===== src/hw/rtl/vcc_pkg.sv =====
`timescale 1ns / 1ps

package vcc_pkg;

   localparam int PRODUCT_SLOTS = 12;
   localparam int PROD_IDX_W    = (PRODUCT_SLOTS > 1) ? $clog2(PRODUCT_SLOTS) : 1;
   localparam int NUM_COINS     = 8;
   localparam int COIN_IDX_W    = 3;

   typedef enum logic [1:0] {
      KIND_LOAD_PROD = 2'd0,
      KIND_LOAD_COIN = 2'd1,
      KIND_SELECT    = 2'd2,
      KIND_INSERT    = 2'd3
   } kind_type;

   typedef enum logic [2:0] {
      STAT_LOADED       = 3'd0,
      STAT_AWAIT        = 3'd1,
      STAT_OUT_OF_STOCK = 3'd2,
      STAT_CHANGE       = 3'd3,
      STAT_VENDED       = 3'd4,
      STAT_NO_CHANGE    = 3'd5,
      STAT_IGNORED      = 3'd6
   } status_type;

   typedef struct packed {
      logic [11:0] price;
      logic [7:0]  stock;
   } prod_entry_type;

   // Face value in cents of each denomination, largest first.
   function automatic logic [7:0] coin_value(input logic [COIN_IDX_W-1:0] idx);
      logic [7:0] val;
      unique case (idx)
         3'd0: val = 8'd200;
         3'd1: val = 8'd100;
         3'd2: val = 8'd50;
         3'd3: val = 8'd20;
         3'd4: val = 8'd10;
         3'd5: val = 8'd5;
         3'd6: val = 8'd2;
         3'd7: val = 8'd1;
      endcase
      return val;
   endfunction

   // ceil(2^16 / value). For any 8-bit amount x, (x * recip) >> 16 is the exact
   // quotient x / value, since the rounding error stays below 1 / value.
   function automatic logic [16:0] coin_recip(input logic [COIN_IDX_W-1:0] idx);
      logic [16:0] val;
      unique case (idx)
         3'd0: val = 17'd328;
         3'd1: val = 17'd656;
         3'd2: val = 17'd1311;
         3'd3: val = 17'd3277;
         3'd4: val = 17'd6554;
         3'd5: val = 17'd13108;
         3'd6: val = 17'd32768;
         3'd7: val = 17'd65536;
      endcase
      return val;
   endfunction

endpackage


===== src/hw/rtl/vending_change_controller.sv =====
`timescale 1ns / 1ps

// Vending controller in integer cents. The product table (price and stock) and the
// coin stock table sit in two synchronous memories with a registered read port;
// each entry has a valid bit cleared by reset, so the tables read as zero right
// after reset and no clearing pass is needed. One word is worked on at a time.
// Load words, words that are ignored and a coin that leaves an amount still due
// are handled in the idle state. A selection reads the product, then decides. A
// coin or selection that closes a sale runs the change unit: for each
// denomination a coin memory read, then take and subtract, then a check step.
// When exact change cannot be paid the sale ends there. Else a payout pass visits
// each of the eight denominations, then the product stock is read and written
// back. Steps that emit a result wait while the result side stalls. Results
// leave through an output register, and the next word is taken no earlier than
// the edge at which the last result of the previous word leaves it.
module vending_change_controller (
   input  logic        clock,
   input  logic        reset,

   input  logic        req_valid,
   output logic        req_stall,
   input  logic [1:0]  req_kind,
   input  logic [3:0]  req_item_index,
   input  logic [11:0] req_price_cents,
   input  logic [7:0]  req_count,
   input  logic [3:0]  req_coin_code,

   output logic        rsp_valid,
   input  logic        rsp_stall,
   output logic [2:0]  rsp_status,
   output logic [3:0]  rsp_product_index,
   output logic [11:0] rsp_amount_cents,
   output logic [2:0]  rsp_change_coin,
   output logic [7:0]  rsp_change_count,
   output logic        rsp_last
);

   localparam int PW = vcc_pkg::PROD_IDX_W;
   localparam int CW = vcc_pkg::COIN_IDX_W;

   typedef enum logic [7:0] {
      S_IDLE      = 8'b0000_0001,
      S_SEL       = 8'b0000_0010,
      S_COIN_RD   = 8'b0000_0100,
      S_COIN_TAKE = 8'b0000_1000,
      S_CHECK     = 8'b0001_0000,
      S_GIVE      = 8'b0010_0000,
      S_PROD_RD   = 8'b0100_0000,
      S_PROD_WR   = 8'b1000_0000
   } state_type;

   // Memories and their valid bits.
   vcc_pkg::prod_entry_type prod_mem [vcc_pkg::PRODUCT_SLOTS];
   logic [7:0]              coin_mem [vcc_pkg::NUM_COINS];
   logic [vcc_pkg::PRODUCT_SLOTS-1:0] prod_vld_ff;
   logic [vcc_pkg::NUM_COINS-1:0]     coin_vld_ff;

   vcc_pkg::prod_entry_type prod_rdata_ff;
   logic                    prod_rvld_ff;
   logic [7:0]              coin_rdata_ff;
   logic                    coin_rvld_ff;

   logic                    prod_we, prod_re;
   logic [PW-1:0]           prod_waddr, prod_raddr;
   vcc_pkg::prod_entry_type prod_wdata;
   logic                    coin_we, coin_re;
   logic [CW-1:0]           coin_waddr, coin_raddr;
   logic [7:0]              coin_wdata;

   // Control state.
   state_type         state_ff, state_in;
   logic              sale_pending_ff, sale_pending_in;
   logic [3:0]        pending_ff, pending_in;
   logic signed [12:0] amount_due_ff, amount_due_in;
   logic [3:0]        idx_ff, idx_in;
   logic [CW-1:0]     coin_idx_ff, coin_idx_in;
   logic [7:0]        change_ff, change_in;
   logic [7:0]        left_ff, left_in;
   logic [7:0]        quot_ff, quot_in;
   logic [7:0]        take_ff [vcc_pkg::NUM_COINS];
   logic [7:0]        take_in [vcc_pkg::NUM_COINS];
   logic [7:0]        keep_ff [vcc_pkg::NUM_COINS];
   logic [7:0]        keep_in [vcc_pkg::NUM_COINS];

   // Output register.
   logic                rsp_valid_ff, rsp_valid_in;
   vcc_pkg::status_type rsp_status_ff, rsp_status_in;
   logic [3:0]          rsp_product_ff, rsp_product_in;
   logic [11:0]         rsp_amount_ff, rsp_amount_in;
   logic [2:0]          rsp_coin_ff, rsp_coin_in;
   logic [7:0]          rsp_count_ff, rsp_count_in;
   logic                rsp_last_ff, rsp_last_in;
   logic                emit;

   logic               rsp_free;
   logic               req_accept;
   logic               prod_idx_ok;
   logic [11:0]        due_shown;
   logic signed [12:0] new_amount;
   logic [12:0]        neg_amount;
   logic [11:0]        rd_price;
   logic [7:0]         rd_stock;
   logic [7:0]         coin_stock;
   logic [7:0]         take_val;
   logic [15:0]        take_cents;
   logic [24:0]        quot_prod;

   assign rsp_free    = !rsp_valid_ff || !rsp_stall;
   assign req_stall   = !((state_ff == S_IDLE) && rsp_free);
   assign req_accept  = req_valid && !req_stall;
   assign prod_idx_ok = {1'b0, req_item_index} < 5'(vcc_pkg::PRODUCT_SLOTS);
   assign due_shown   = (amount_due_ff[12] || amount_due_ff == 13'sd0)
                        ? 12'd0 : amount_due_ff[11:0];
   assign new_amount  = amount_due_ff
                        - $signed({5'd0, vcc_pkg::coin_value(req_coin_code[CW-1:0])});
   assign neg_amount  = 13'(-new_amount);

   assign rd_price   = prod_rvld_ff ? prod_rdata_ff.price : 12'd0;
   assign rd_stock   = prod_rvld_ff ? prod_rdata_ff.stock : 8'd0;
   assign coin_stock = coin_rvld_ff ? coin_rdata_ff : 8'd0;
   assign take_val   = (quot_ff < coin_stock) ? quot_ff : coin_stock;
   assign take_cents = 16'(take_val) * 16'(vcc_pkg::coin_value(coin_idx_ff));
   assign quot_prod  = 25'(left_ff) * 25'(vcc_pkg::coin_recip(coin_idx_ff));

   always_comb begin
      state_in        = state_ff;
      sale_pending_in = sale_pending_ff;
      pending_in      = pending_ff;
      amount_due_in   = amount_due_ff;
      idx_in          = idx_ff;
      coin_idx_in     = coin_idx_ff;
      change_in       = change_ff;
      left_in         = left_ff;
      quot_in         = quot_ff;
      take_in         = take_ff;
      keep_in         = keep_ff;

      prod_we    = 1'b0;
      prod_re    = 1'b0;
      prod_waddr = pending_ff[PW-1:0];
      prod_raddr = pending_ff[PW-1:0];
      prod_wdata = prod_rdata_ff;
      coin_we    = 1'b0;
      coin_re    = 1'b0;
      coin_waddr = coin_idx_ff;
      coin_raddr = coin_idx_ff;
      coin_wdata = keep_ff[coin_idx_ff];

      emit           = 1'b0;
      rsp_status_in  = vcc_pkg::STAT_IGNORED;
      rsp_product_in = 4'd0;
      rsp_amount_in  = 12'd0;
      rsp_coin_in    = 3'd0;
      rsp_count_in   = 8'd0;
      rsp_last_in    = 1'b1;

      unique case (state_ff)
         S_IDLE: begin
            if (req_accept) begin
               case (vcc_pkg::kind_type'(req_kind))
                  vcc_pkg::KIND_LOAD_PROD: begin
                     emit           = 1'b1;
                     rsp_product_in = req_item_index;
                     if (prod_idx_ok) begin
                        prod_we          = 1'b1;
                        prod_waddr       = req_item_index[PW-1:0];
                        prod_wdata.price = req_price_cents;
                        prod_wdata.stock = req_count;
                        rsp_status_in    = vcc_pkg::STAT_LOADED;
                        rsp_amount_in    = req_price_cents;
                     end
                  end
                  vcc_pkg::KIND_LOAD_COIN: begin
                     emit = 1'b1;
                     if (!req_item_index[3]) begin
                        coin_we       = 1'b1;
                        coin_waddr    = req_item_index[CW-1:0];
                        coin_wdata    = req_count;
                        rsp_status_in = vcc_pkg::STAT_LOADED;
                     end else begin
                        rsp_product_in = req_item_index;
                     end
                  end
                  vcc_pkg::KIND_SELECT: begin
                     if (sale_pending_ff) begin
                        emit           = 1'b1;
                        rsp_product_in = pending_ff;
                        rsp_amount_in  = due_shown;
                     end else if (!prod_idx_ok) begin
                        emit           = 1'b1;
                        rsp_product_in = req_item_index;
                     end else begin
                        prod_re    = 1'b1;
                        prod_raddr = req_item_index[PW-1:0];
                        idx_in     = req_item_index;
                        state_in   = S_SEL;
                     end
                  end
                  default: begin
                     if (!sale_pending_ff) begin
                        emit = 1'b1;
                     end else if (req_coin_code[3]) begin
                        // Unrecognized coin: the sale goes on unchanged.
                        emit           = 1'b1;
                        rsp_product_in = pending_ff;
                        rsp_amount_in  = due_shown;
                     end else begin
                        amount_due_in = new_amount;
                        if (new_amount[12] || new_amount == 13'sd0) begin
                           change_in   = neg_amount[7:0];
                           left_in     = neg_amount[7:0];
                           coin_idx_in = '0;
                           state_in    = S_COIN_RD;
                        end else begin
                           emit           = 1'b1;
                           rsp_status_in  = vcc_pkg::STAT_AWAIT;
                           rsp_product_in = pending_ff;
                           rsp_amount_in  = new_amount[11:0];
                        end
                     end
                  end
               endcase
            end
         end

         S_SEL: begin
            if (rd_stock == 8'd0) begin
               if (rsp_free) begin
                  emit           = 1'b1;
                  rsp_status_in  = vcc_pkg::STAT_OUT_OF_STOCK;
                  rsp_product_in = idx_ff;
                  state_in       = S_IDLE;
               end
            end else if (rd_price == 12'd0) begin
               // A free product settles at once with no change due.
               sale_pending_in = 1'b1;
               pending_in      = idx_ff;
               amount_due_in   = 13'sd0;
               change_in       = 8'd0;
               left_in         = 8'd0;
               coin_idx_in     = '0;
               state_in        = S_COIN_RD;
            end else if (rsp_free) begin
               sale_pending_in = 1'b1;
               pending_in      = idx_ff;
               amount_due_in   = $signed({1'b0, rd_price});
               emit            = 1'b1;
               rsp_status_in   = vcc_pkg::STAT_AWAIT;
               rsp_product_in  = idx_ff;
               rsp_amount_in   = rd_price;
               state_in        = S_IDLE;
            end
         end

         S_COIN_RD: begin
            coin_re  = 1'b1;
            quot_in  = quot_prod[23:16];
            state_in = S_COIN_TAKE;
         end

         S_COIN_TAKE: begin
            left_in              = left_ff - take_cents[7:0];
            take_in[coin_idx_ff] = take_val;
            keep_in[coin_idx_ff] = coin_stock - take_val;
            if (coin_idx_ff == CW'(vcc_pkg::NUM_COINS - 1)) begin
               coin_idx_in = '0;
               state_in    = S_CHECK;
            end else begin
               coin_idx_in = coin_idx_ff + CW'(1);
               state_in    = S_COIN_RD;
            end
         end

         S_CHECK: begin
            if (left_ff != 8'd0) begin
               // Exact change is not possible: end the sale, stocks untouched.
               if (rsp_free) begin
                  emit            = 1'b1;
                  rsp_status_in   = vcc_pkg::STAT_NO_CHANGE;
                  rsp_product_in  = pending_ff;
                  rsp_amount_in   = {4'd0, change_ff};
                  sale_pending_in = 1'b0;
                  amount_due_in   = 13'sd0;
                  state_in        = S_IDLE;
               end
            end else begin
               state_in = S_GIVE;
            end
         end

         S_GIVE: begin
            if (take_ff[coin_idx_ff] == 8'd0 || rsp_free) begin
               if (take_ff[coin_idx_ff] != 8'd0) begin
                  coin_we        = 1'b1;
                  emit           = 1'b1;
                  rsp_status_in  = vcc_pkg::STAT_CHANGE;
                  rsp_product_in = pending_ff;
                  rsp_coin_in    = coin_idx_ff;
                  rsp_count_in   = take_ff[coin_idx_ff];
                  rsp_last_in    = 1'b0;
               end
               if (coin_idx_ff == CW'(vcc_pkg::NUM_COINS - 1)) begin
                  state_in = S_PROD_RD;
               end else begin
                  coin_idx_in = coin_idx_ff + CW'(1);
               end
            end
         end

         S_PROD_RD: begin
            prod_re  = 1'b1;
            state_in = S_PROD_WR;
         end

         S_PROD_WR: begin
            if (rsp_free) begin
               prod_we          = 1'b1;
               prod_wdata.price = rd_price;
               prod_wdata.stock = (rd_stock != 8'd0) ? rd_stock - 8'd1 : 8'd0;
               emit             = 1'b1;
               rsp_status_in    = vcc_pkg::STAT_VENDED;
               rsp_product_in   = pending_ff;
               rsp_amount_in    = {4'd0, change_ff};
               sale_pending_in  = 1'b0;
               amount_due_in    = 13'sd0;
               state_in         = S_IDLE;
            end
         end

         default: begin
            state_in = S_IDLE;
         end
      endcase

      rsp_valid_in = emit || (rsp_valid_ff && rsp_stall);
   end

   // Memories: one write port and one registered read port each.
   always_ff @(posedge clock) begin
      if (prod_we) begin
         prod_mem[prod_waddr] <= prod_wdata;
      end
      if (prod_re) begin
         prod_rdata_ff <= prod_mem[prod_raddr];
      end
      if (coin_we) begin
         coin_mem[coin_waddr] <= coin_wdata;
      end
      if (coin_re) begin
         coin_rdata_ff <= coin_mem[coin_raddr];
      end
   end

   always_ff @(posedge clock) begin
      if (reset) begin
         prod_vld_ff  <= '0;
         coin_vld_ff  <= '0;
         prod_rvld_ff <= 1'b0;
         coin_rvld_ff <= 1'b0;
      end else begin
         if (prod_we) begin
            prod_vld_ff[prod_waddr] <= 1'b1;
         end
         if (prod_re) begin
            prod_rvld_ff <= prod_vld_ff[prod_raddr];
         end
         if (coin_we) begin
            coin_vld_ff[coin_waddr] <= 1'b1;
         end
         if (coin_re) begin
            coin_rvld_ff <= coin_vld_ff[coin_raddr];
         end
      end
   end

   always_ff @(posedge clock) begin
      if (reset) begin
         state_ff        <= S_IDLE;
         sale_pending_ff <= 1'b0;
         pending_ff      <= 4'd0;
         amount_due_ff   <= 13'sd0;
         rsp_valid_ff    <= 1'b0;
      end else begin
         state_ff        <= state_in;
         sale_pending_ff <= sale_pending_in;
         pending_ff      <= pending_in;
         amount_due_ff   <= amount_due_in;
         rsp_valid_ff    <= rsp_valid_in;
      end
   end

   always_ff @(posedge clock) begin
      idx_ff      <= idx_in;
      coin_idx_ff <= coin_idx_in;
      change_ff   <= change_in;
      left_ff     <= left_in;
      quot_ff     <= quot_in;
      take_ff     <= take_in;
      keep_ff     <= keep_in;
      if (emit) begin
         rsp_status_ff  <= rsp_status_in;
         rsp_product_ff <= rsp_product_in;
         rsp_amount_ff  <= rsp_amount_in;
         rsp_coin_ff    <= rsp_coin_in;
         rsp_count_ff   <= rsp_count_in;
         rsp_last_ff    <= rsp_last_in;
      end
   end

   assign rsp_valid         = rsp_valid_ff;
   assign rsp_status        = rsp_status_ff;
   assign rsp_product_index = rsp_product_ff;
   assign rsp_amount_cents  = rsp_amount_ff;
   assign rsp_change_coin   = rsp_coin_ff;
   assign rsp_change_count  = rsp_count_ff;
   assign rsp_last          = rsp_last_ff;

   a_state_onehot: assert property (@(posedge clock) disable iff (reset)
      $onehot(state_ff))
      else $error("controller state is not one-hot");

   a_pending_due_positive: assert property (@(posedge clock) disable iff (reset)
      (state_ff == S_IDLE && sale_pending_ff) |-> (!amount_due_ff[12] && amount_due_ff != 13'sd0))
      else $error("open sale with nothing due while idle");

   a_last_word_idle: assert property (@(posedge clock) disable iff (reset)
      (rsp_valid_ff && rsp_last_ff) |-> (state_ff == S_IDLE))
      else $error("final word of an item shown while work is still under way");

   a_change_not_last: assert property (@(posedge clock) disable iff (reset)
      (rsp_valid_ff && rsp_status_ff == vcc_pkg::STAT_CHANGE) |-> !rsp_last_ff)
      else $error("change coin word marked as final");

   a_give_exact: assert property (@(posedge clock) disable iff (reset)
      (state_ff == S_GIVE) |-> (left_ff == 8'd0 && sale_pending_ff))
      else $error("paying out change that does not add up");

endmodule

===== config.mk =====
export PLATFORM = sky130hd
export DESIGN_NAME = vending_change_controller
export DESIGN_NICKNAME = d
export VERILOG_FILES = /design/src/hw/rtl/vcc_pkg.sv /design/src/hw/rtl/vending_change_controller.sv
export SDC_FILE = /design/constraint.sdc
export NUM_CORES = 1
export LEC_CHECK = 0
export BUFFER_PORTS_ARGS = -buffer_cell sky130_fd_sc_hd__clkbuf_2
export CORE_ASPECT_RATIO = 0.7
export CORE_MARGIN = 2
export CORE_UTILIZATION = 50
export CTS_BUF_LIST = sky130_fd_sc_hd__clkbuf_4
export CTS_CLUSTER_SIZE = 30
export DETAILED_ROUTE_END_ITERATION = 7
export GPL_ROUTABILITY_DRIVEN = 1
export HOLD_SLACK_MARGIN = 0.1
export PLACE_DENSITY_LB_ADDON = 0.12
export REMOVE_ABC_BUFFERS = 1
export SYNTH_ARGS = -nofsm -noshare
export SYNTH_HDL_FRONTEND = slang
export SYNTH_SLANG_ARGS = --single-unit

===== constraint.sdc =====
create_clock -name clock -period 8.6 [get_ports clock]
set_input_delay 0.86 -clock clock [delete_from_list [all_inputs] [get_ports clock]]
set_output_delay 0.86 -clock clock [all_outputs]
set_load 0.02 [all_outputs]

== Word level (Yosys, flattened, before mapping) ==
Memories as Yosys holds them, arrays and structs flattened. A register that Yosys moved wholly into a read port is not among the register bits.
Cells that the tools add are included.

* Memories kept: 5
* Input port bits: 34
* Bits in read-only memories: 256
* Flip-flop bits (word level): 239
* Bits in writable memories: 304

{| class="wikitable"
|+ Memory list
! memory !! words !! bits a word !! read ports !! clocked after Yosys merged registers in !! wr ports !! line !! source
|-
| prod_mem || 12 || 20 || 1 || 1 || 1 || vending_change_controller.sv:53 || <nowiki>vcc_pkg::prod_entry_type prod_mem [vcc_pkg::PRODUCT_SLOTS];</nowiki>
|-
| (name not given) || 8 || 16 || 1 || 1 || 0 || vcc_pkg.sv:52 || <nowiki>unique case (idx)</nowiki>
|-
| (name not given) || 8 || 8 || 1 || 1 || 0 || vcc_pkg.sv:35 || <nowiki>unique case (idx)</nowiki>
|-
| (name not given) || 8 || 8 || 1 || 0 || 0 || vcc_pkg.sv:35 ||
|-
| coin_mem || 8 || 8 || 1 || 1 || 1 || vending_change_controller.sv:54 || <nowiki>logic [7:0] coin_mem [vcc_pkg::NUM_COINS];</nowiki>
|}

* Equal/unequal tests: 29
* Reduce and logical (&&, ||, !) cells: 41
* Bitwise operators: 5
* $add $sub $neg: 6
* Multiplexer cells: 178
* Multiply operators: 2
* $lt $le $gt $ge: 10

{| class="wikitable"
|+ Operators with widths
! cell !! count
|-
| 8-bit 2-to-1 mux || 34
|-
| 12-bit 2-to-1 mux || 11
|-
| 64-bit bitwise mux || 2
|-
| 13-bit 2-to-1 mux || 9
|-
| 4-bit 2-to-1 mux || 24
|-
| 3-bit 2-to-1 mux || 28
|-
| 20-bit 2-to-1 mux || 4
|-
| 8-bit case mux with 8 select lines || 1
|-
| 13-bit case mux with 4 select lines || 1
|-
| 8-bit binary-select mux with 3-bit select || 2
|-
| 12-bit case mux with 4 select lines || 1
|-
| 20-bit case mux with 2 select lines || 1
|-
| 1-bit 2-to-1 mux || 36
|-
| 12-bit case mux with 3 select lines || 1
|-
| 8-bit case mux with 2 select lines || 2
|-
| 13-bit logical NOT || 2
|-
| 8-bit demux with 3-bit select || 1
|-
| 8-bit by 17-bit multiplier with 24-bit output || 1
|-
| 8-bit case mux with 3 select lines || 1
|-
| 8-bit AND reduction || 3
|-
| 8-bit nonzero test || 3
|-
| 2-bit inequality test (second input constant) || 11
|-
| 4-bit case mux with 5 select lines || 1
|-
| 8-bit logical NOT || 2
|-
| other kinds (62) || 89
|}

== Logic depth before layout (Yosys ltp) ==
Gate-level depths: netlist of run 1.

* Depth after elaboration: 11
* Depth in mapped cells: 26

== Worst setup path before layout of run 1 ==
OpenSTA, ideal clock, no wires.

* Kind: register to register
* Start point: register coin_rvld_ff
* End point: register left_ff[7], data pin
* Arrival time: 5544 ps
* Cell stages (with the launch flop): 25
* Slack: 2796 ps
* Setup time: 260 ps
* Clock period less this slack: 5804 ps
* Cell sequence: dfxtp_1 > clkbuf_1 > and2_1 > inv_2 > ha_1 > nand3_1 > o211ai_1 > o22ai_1 > clkbuf_1 > clkbuf_1 > nor2_1 > a21o_1 > and2_1 > fa_1 > fa_1 > fa_1 > fa_1 > inv_1 > ha_1 > a21oi_1 > o21ai_0 > xnor2_1 > xnor2_1 > xnor2_1 > mux2_2

* Word-level cells in the longest chain between the ends: 6

{| class="wikitable"
|+ Ends and longest elaborated chain
! element !! line !! source
|-
| start: declaration || vending_change_controller.sv:61 || <nowiki>logic coin_rvld_ff;</nowiki>
|-
| start signal: assignment || vending_change_controller.sv:371 || <nowiki>coin_rvld_ff <= coin_vld_ff[coin_raddr];</nowiki>
|-
| 8-bit 2-to-1 mux * || vending_change_controller.sv:120 || <nowiki>assign coin_stock = coin_rvld_ff ? coin_rdata_ff : 8'd0;</nowiki>
|-
| 8-bit < comparator || vending_change_controller.sv:121 || <nowiki>assign take_val = (quot_ff < coin_stock) ? quot_ff : coin_stock;</nowiki>
|-
| 8-bit 2-to-1 mux * || vending_change_controller.sv:121 ||
|-
| named net take_val[2] || vending_change_controller.sv:104 || <nowiki>logic [7:0] take_val;</nowiki>
|-
| 8-bit by 8-bit multiplier with 8-bit output * || vending_change_controller.sv:122 || <nowiki>assign take_cents = 16'(take_val) * 16'(vcc_pkg::coin_value(coin_idx_ff));</nowiki>
|-
| 8-bit subtractor * || vending_change_controller.sv:262 || <nowiki>left_in = left_ff - take_cents[7:0];</nowiki>
|-
| 8-bit case mux with 3 select lines * || vending_change_controller.sv:157 || <nowiki>unique case (state_ff)</nowiki>
|-
| named net left_in[7] || vending_change_controller.sv:78 || <nowiki>logic [7:0] left_ff, left_in;</nowiki>
|-
| end signal: assignment || vending_change_controller.sv:396 || <nowiki>left_ff <= left_in;</nowiki>
|-
| end: declaration || vending_change_controller.sv:78 ||
|}

The timed path passes the listed nets; every way through them passes the cells marked *.
A chain may end at the register's enable or synchronous reset.

== Final worst setup path of run 1 ==
* Start point: register left_ff[3]
* End point: register quot_ff[7], data pin

* Word-level cells in the longest chain between the ends: 1

{| class="wikitable"
|+ Ends and longest elaborated chain
! element !! line !! source
|-
| 8-bit by 17-bit multiplier with 24-bit output || vending_change_controller.sv:123 || <nowiki>assign quot_prod = 25'(left_ff) * 25'(vcc_pkg::coin_recip(coin_idx_ff));</nowiki>
|-
| named net quot_prod[23] || vending_change_controller.sv:106 || <nowiki>logic [24:0] quot_prod;</nowiki>
|-
| end signal: assignment || vending_change_controller.sv:397 || <nowiki>quot_ff <= quot_in;</nowiki>
|-
| end: declaration || vending_change_controller.sv:79 || <nowiki>logic [7:0] quot_ff, quot_in;</nowiki>
|}

The timed path passes the listed nets, and every way through them passes these cells.

==> results of run 1 <==
[registers in the layout, indices dropped and copies added (netlist names), 12 cells and up, named ones only]
name              cells
prod_rdata_ff        20
rsp_amount_cents     12
keep_ff              64
coin_mem             64
prod_mem            240
prod_vld_ff          12
amount_due_ff        13
take_ff              64
[how the worst max path moves through the flow]
stage	endpoint	depth (start not counted)	slack, ns
floorplan	prod_rdata_ff[14]	7	2.62
global placement	quot_ff[7]	18	2.56
detailed placement	quot_ff[7]	18	2.46
CTS	quot_ff[7]	18	2.45
global route	left_ff[7]	21	2.04
finish	quot_ff[7]	18	2.40
[cells by family after synthesis]
group	after synthesis
AOI/OAI and AO/OA	357
xor gates and xnor gates	52
adders and majority gates	202
buffers and inverters	271
DFF	592
muxes	102
and+or+nand+nor	837
[layout make-up]
type | count | share of cell area
antenna | 4 | 0.0002997
clock buffer | 210 | 0.04720
clock inverter | 53 | 0.009590
inverter | 152 | 0.01708
multi-input combinational | 1550 | 0.3645
sequential | 592 | 0.5113
tap | 808 | 0.03027
timing repair buffer | 110 | 0.01978
[synth_stat cells, types with 14 or more instances]
library cell,number,area share
edfxtp_1,522,0.52
nand2_1,347,0.043
nor2_1,160,0.020
inv_1,149,0.019
ha_1,104,0.043
fa_1,98,0.065
and2_1,83,0.017
clkbuf_1,80,0.0099
a21oi_1,77,0.013
mux4_2,75,0.056
dfxtp_1,70,0.046
nand3_1,61,0.010
nor3_1,46,0.0076
o21ai_0,44,0.0073
xnor2_1,37,0.011
and3_1,28,0.0058
nor2b_1,28,0.0058
a31oi_1,27,0.0056
o21ai_1,26,0.0043
a221oi_1,24,0.0070
mux2i_1,22,0.0073
a311oi_1,19,0.0055
buf_2,17,0.0028
a21o_1,16,0.0040
nor4_1,16,0.0033
buf_1,15,0.0019
xor2_1,15,0.0043
a221o_1,14,0.0046
[metal layers]
metal | vias to the layer above | share of wire | global-route usage
met1 | 10060 | 0.48 | 0.3976
met3 | 105 | 0.082 | 0.05766
met4 | 0 | 0.015 | 0.06394
met2 | 817 | 0.43 | 0.3677
met5 | - | 0 | 0
li1 | 9200 | - | -
[cells in the final DEF, fill, tap and decap left out, types with 9 or more instances in the layout]
cell / instances
clkinv_1: 36
mux2i_1: 21
a221oi_1: 24
nand3_1: 61
dfxtp_1: 70
fa_1: 98
or3_1: 10
nor3b_1: 10
a311oi_1: 19
nand2_1: 347
a21o_1: 16
o21ai_1: 26
nor2_2: 13
a21oi_1: 77
mux4_2: 75
xnor2_1: 37
buf_4: 44
nor2b_1: 28
nor3_1: 41
and2_1: 83
xor2_1: 15
edfxtp_1: 522
clkbuf_2: 66
o21ai_0: 44
ha_1: 104
nor2_1: 147
a22oi_1: 9
inv_1: 149
a221o_1: 14
o31ai_1: 12
a31oi_1: 27
o21a_1: 12
nor4_1: 15
clkbuf_4: 210
nand2b_1: 11
a22o_1: 12
and3_1: 28
[metrics by stage]
| step | hold slack [ns] | std cells | worst slack, ns |
|---|---|---|---|
| 4_1_cts | 0.1158 | 3475 | 2.449 |
| 5_1_grt | 0.1458 | 3477 | 2.038 |
| 3_3_place_gp | 0.4405 | 3212 | 2.563 |
| 6_report | 0.2150 | 3479 | 2.396 |
| 2_1_floorplan | 0.4317 | 2294 | 2.618 |
| 3_5_place_dp | 0.4541 | 3212 | 2.458 |
[power by group]
part / internal, mW / total [mW] / leakage [nW] / switching (mW)
clock network: 1.23 / 2.39 / 1.12 / 1.17
logic: 2.09 / 5.18 / 6.04 / 3.09
registers: 3.56 / 3.88 / 5.31 / 0.319
==> implementation parameters, run 1 <==
Parameter                              Value

Critical path
  Sort of element at the end of the critical path    flop
  Delay of the slowest cell on the worst path    0.89 ns
  Most frequent cell on the critical path    fa_1
  Length in cells of the worst reg-to-reg path    18
  Worst setup path start    left_ff[3]
  Setup crit start kind    flop
  Reg-to-reg startpoint    left_ff[3]
  WS Path Type    flop to flop
  Cell with the largest stage delay on the worst path    edfxtp_1
  Critical Path Fanout Max    22
  Buf/Inv on CP    3
  Critical path data arrival time    6.92 ns
  Minimum setup slack among reg-to-reg paths    2.40 ns
  Series of cell instances along the critical path    nand2_1, fa_1, fa_1, inv_1, fa_1, inv_1, fa_1, inv_1, ha_1, a21o_1, a2111oi_0, o21ai_0, a221oi_1, o21ai_0, a21oi_1, o211ai_1, a21oi_1, xnor2_1
  Category of cells accounting for the largest share of critical-path delay    compound AO/OA/AOI/OAI gates
  Reg2Reg Capture Point    quot_ff[7]
  CP Data Required Time    9.31 ns

Place
  Total cell area at the placement stage    31490 um2
  Final estimated routing congestion in global placement    0.9271
  Port Buffer Count    66
  Detailed placement HPWL    52560 um

Job
  Max cap viols    0

Logic synthesis
  Most frequently used flop master after synthesis    edfxtp_1
  Number of cells produced by synthesis    2413
  Adder-cell share of the synthesized area    0.1080
  Yosys warning count    0
  XOR/XNOR share of the synthesized area    0.01507
  Synth Area in Simple Gates    0.1300
  Post-synthesis sequential area ratio    0.5651
  Mux cell area share after synthesis    0.06513
  Average cell area after synthesis    12.52 um2
  Share of the synthesized area in compound gates (AO/OA/AOI/OAI)    0.08120
  Number of different library cells in the post-synthesis netlist    80
  Number of synthesized flops with an enable pin    522
  Main combinational cell family by area after synthesis    simple AND/OR/NAND/NOR gates
  Post-synthesis sequential element count    592
  Area of the mapped netlist    30220 um2
  Share of synthesized registers carrying an async set or reset    0

Timing
  Total count of max-transition violations in the final report    0
  Final setup skew    0.06450 ns
  Fin Setup TNS    0 ns
  Hold Vio Cnt, Final    0
  Relative max-transition margin    0.2004
  Worst-margin pin slew    1.187 ns
  Shortest clock period the worst path allows after layout    6.204 ns
  Crit share post-route    0.7214
  Maximum achievable frequency    161.2 MHz
  Setup-violating endpoint count in the final report    0
  RSZ-0062 raised after global routing    false

Floorplanning
  Die boundary height    209.7 um
  Standard cell core area    59870 um2
  Die ar.    62450 um2
  Effective utilization at floorplan    0.5047
  Die boundary width    297.8 um
  # IOs    67
  Cell row count    75

Global route
  Number of global-route vias before repair    19.79k
  Overflow left after global routing    0
  Pin count of the biggest net entering global routing    77
  Wire length of the first global-routing pass    120200 um
  Global-route total usage across every layer    0.2569
  Initial antenna violation count    1

Finish
  Layout Utilization    0.5579
  Fillers    5084
  Ratio of cells with drive above 1 in the final layout    0.1710
  Area delta synth->final    10.53%
  NumNets Final    2788
  Area of combinational cells with multiple inputs    12170 um2
  Final Instance Area    33400 um2
  Combined flip-flop and latch cell area    17080 um2

Route
  First-pass iteration count of the detailed router    5
  Final Routed Wirelength    79240 um
  DRC violation count after routing    0
  DR vias    20.18k
  Vias per cell    5.801
  Initial DRC count    2376
  Final routed wire length divided by cell count    22.78 um
  Post-route ant nets    0

Power
  Total power draw    11.46 mW
  Power per standard cell area    343.1 nW/um2
  Maximum vdd ir drop    0.0003407 V
  Lkg Pwr    12.47 nW

CTS
  Bufs on Longest Clock Path    3
  Clk Latency, worst-skew pair    1.00 ns
  Number of resized instances in the post-cts repair step    0
  Clock buffer count from CTS    146
  Clock-pin slew reported for the worst setup and hold paths after clock tree synthesis    0.07 ns
  Root cell of the clock tree    clkbuf_4
  Number of hold buffers added after CTS    0
  Number of sinks on the clock net    592
  Post-CTS repair timing setup buffer count    0
  CTS tree    built
  Level count of the clock H-tree    4

Hold path
  Worst Hold End    idx_ff[1]
  Startpoint of the worst hold path    req_item_index[1]
  Worst hold path class    input port to flop
  Cell depth of the worst min-delay path    1

Status
  Status    completed
(Power assumes the default switching activity.)
==> inputs of run 2 (changes only) <==
clock period = 5.8 ns   (was 8.6 ns; I/O delays follow)
==> implementation parameters, run 2 (synthesis gave the netlist of run 1 again) <==
Parameter                              Value

Status
  Status    completed

Floorplanning
  Cell row count    75 (unchanged)
  Standard cell core area    59870 um2 (unchanged)
  Die ar.    62450 um2 (unchanged)
  Die boundary width    297.8 um (unchanged)
  Effective utilization at floorplan    0.5047 (unchanged)
  # IOs    67 (unchanged)
  Die boundary height    209.7 um (unchanged)

CTS
  Level count of the clock H-tree    4 (unchanged)
  Root cell of the clock tree    clkbuf_4
  Bufs on Longest Clock Path    3 (unchanged)
  CTS tree    built
  Clk Latency, worst-skew pair    1.00 ns (about the same)
  Number of sinks on the clock net    592 (unchanged)
  Clock-pin slew reported for the worst setup and hold paths after clock tree synthesis    0.07 ns (about the same)
  Clock buffer count from CTS    149 (+2.1%)

Place
  Pre-CTS setup slack    0.1465 ns (-2.312 ns)
  Detailed placement HPWL    53300 um (+1.4%)
  Final estimated routing congestion in global placement    0.9089 (-2.0%)
  Port Buffer Count    66 (unchanged)
  Total cell area at the placement stage    31870 um2 (+1.2%)
  Cell count after placement    3255 (+1.3%)

Timing
  Shortest clock period the worst path allows after layout    5.534 ns (-0.6701 ns)
  Relative max-transition margin    0.1551 (-0.04528)
  Setup-violating endpoint count in the final report    0 (unchanged)
  Final setup skew    0.07394 ns (+0.009447 ns)
  Maximum achievable frequency    180.7 MHz (+12%)
  Total count of max-transition violations in the final report    0 (unchanged)
  Least setup slack across all paths after layout    0.2658 ns (-2.130 ns)
  Hold Vio Cnt, Final    0 (unchanged)
  Worst-margin pin slew    1.265 ns (+0.07786 ns)
  Crit share post-route    0.9542 (+0.2327)

Route
  Initial DRC count    2449 (+3.1%)
  DR vias    20.37k (+0.95%)
  First-pass iteration count of the detailed router    5 (unchanged)
  Vias per cell    5.752 (-0.84%)
  Final routed wire length divided by cell count    22.00 um (-3.4%)
  Post-route ant nets    0 (unchanged)
  Final Routed Wirelength    77930 um (-1.7%)
  DRC violation count after routing    0 (unchanged)

Critical path
  WS Path Type    flop to flop
  Length in cells of the worst reg-to-reg path    22 (+4)
  Sort of element at the end of the critical path    flop
  Critical Path Fanout Max    20 (-9.1%)
  CP Data Required Time    6.47 ns (-2.84 ns)
  Critical path data arrival time    6.21 ns (-0.71 ns)
  Setup crit start kind    flop

Finish
  Max FFs per register    240 (unchanged)
  Final Instance Area    34040 um2 (+1.9%)
  Ratio of cells with drive above 1 in the final layout    0.1893 (+0.01833)
  Area delta synth->final    12.65%
  Commonest non-fill, non-tap cell in the layout    edfxtp_1
  Non-filler instance count after layout    3542 (+1.8%)
  NumNets Final    2854 (+2.4%)
  Most flops, register    prod_mem
  Layout Utilization    0.5686 (+0.01070)
  Fillers    5058 (-0.51%)
  Most used cells in the layout excluding fill and tap cells    522 x edfxtp_1, 347 x nand2_1, 221 x clkbuf_4

Job
  Max cap viols    0 (unchanged)

Power
  Total power draw    17.38 mW (+52%)
  Lkg Pwr    12.82 nW (+2.8%)
  Maximum vdd ir drop    0.0006625 V (+94%)
  Power per standard cell area    510.6 nW/um2 (+49%)

Global route
  Global-route total usage across every layer    0.2535 (-0.003459)
  Overflow left after global routing    0 (unchanged)
  Pin count of the biggest net entering global routing    77 (unchanged)
  Initial antenna violation count    2 (+1)
  Number of global-route vias before repair    20.05k (+1.3%)
  Wire length of the first global-routing pass    119900 um (-0.30%)

Hold path
  Worst hold path class    input port to flop
  Cell depth of the worst min-delay path    4 (+3)
## run 2: cell type report
type	count	area [um2]	share of cell area
Timing Repair Buffer	173	1229	0.03610
Clock inverter	43	302.8	0.008895
Antenna cell	3	7.507	0.0002205
Inverter	152	570.5	0.01676
Tap cell	808	1011	0.02970
Multi-Input combinational cell	1550	12180	0.3578
Clock buffer	221	1659	0.04874
Sequential cell	592	17080	0.5018
## run 2: worst max-delay path: stages, from the launching register on
cell and delay [ns]:
dfxtp_4 0.39, and2_1 0.18, inv_2 0.05, ha_1 0.31, nand3_1 0.09, o211ai_1 0.11
o22ai_2 0.23, buf_12 0.18, nor2_1 0.05, a21o_1 0.21, and2_1 0.19, fa_1 0.47
fa_1 0.52, fa_1 0.51, fa_1 0.50, inv_1 0.04, ha_1 0.31, a21oi_1 0.13
o21ai_1 0.10, xnor2_1 0.14, xnor2_1 0.14, xnor2_1 0.14, mux2_2 0.26
## run 2: worst paths after layout
kind / from / end / slack (ns)
hold / removal: req_kind[1] / state_ff[0] / 0.23
setup / recovery: coin_rvld_ff / left_ff[7] / 0.27
hold reg to reg: prod_vld_ff[10] / prod_vld_ff[10] / 0.46
setup reg to reg: coin_rvld_ff / left_ff[7] / 0.27
## run 2: through the flow
stage               setup TNS, ns  hold slack (ns)
floorplan                -0.05555           0.4317
global placement                0           0.4441
detailed placement              0           0.4513
global route            -0.007888           0.1793
CTS                             0           0.1140
finish                          0           0.2315
## run 2: report_power, final
part / switching (mW) / total (mW) / internal (mW)
registers: 0.384 / 5.67 / 5.28
clock network: 1.74 / 3.64 / 1.90
logic: 4.79 / 8.07 / 3.28
## run 2: repair_timing
action,in CTS,in global routing
gates resized for setup,0,4
endpoints found under the setup margin,0,1
hold buffers,18,0
hold endpoints to repair,79,0
setup buffers,0,2
## run 2: layer usage
metal | wire length, um | global-route usage | vias up
met2 | 33710 | 0.3632 | 790
met3 | 5896 | 0.05197 | 87
met1 | 37140 | 0.3913 | 10180
met4 | 1182 | 0.07295 | 0
li1 | - | - | 9320
met5 | 0 | 0 | -
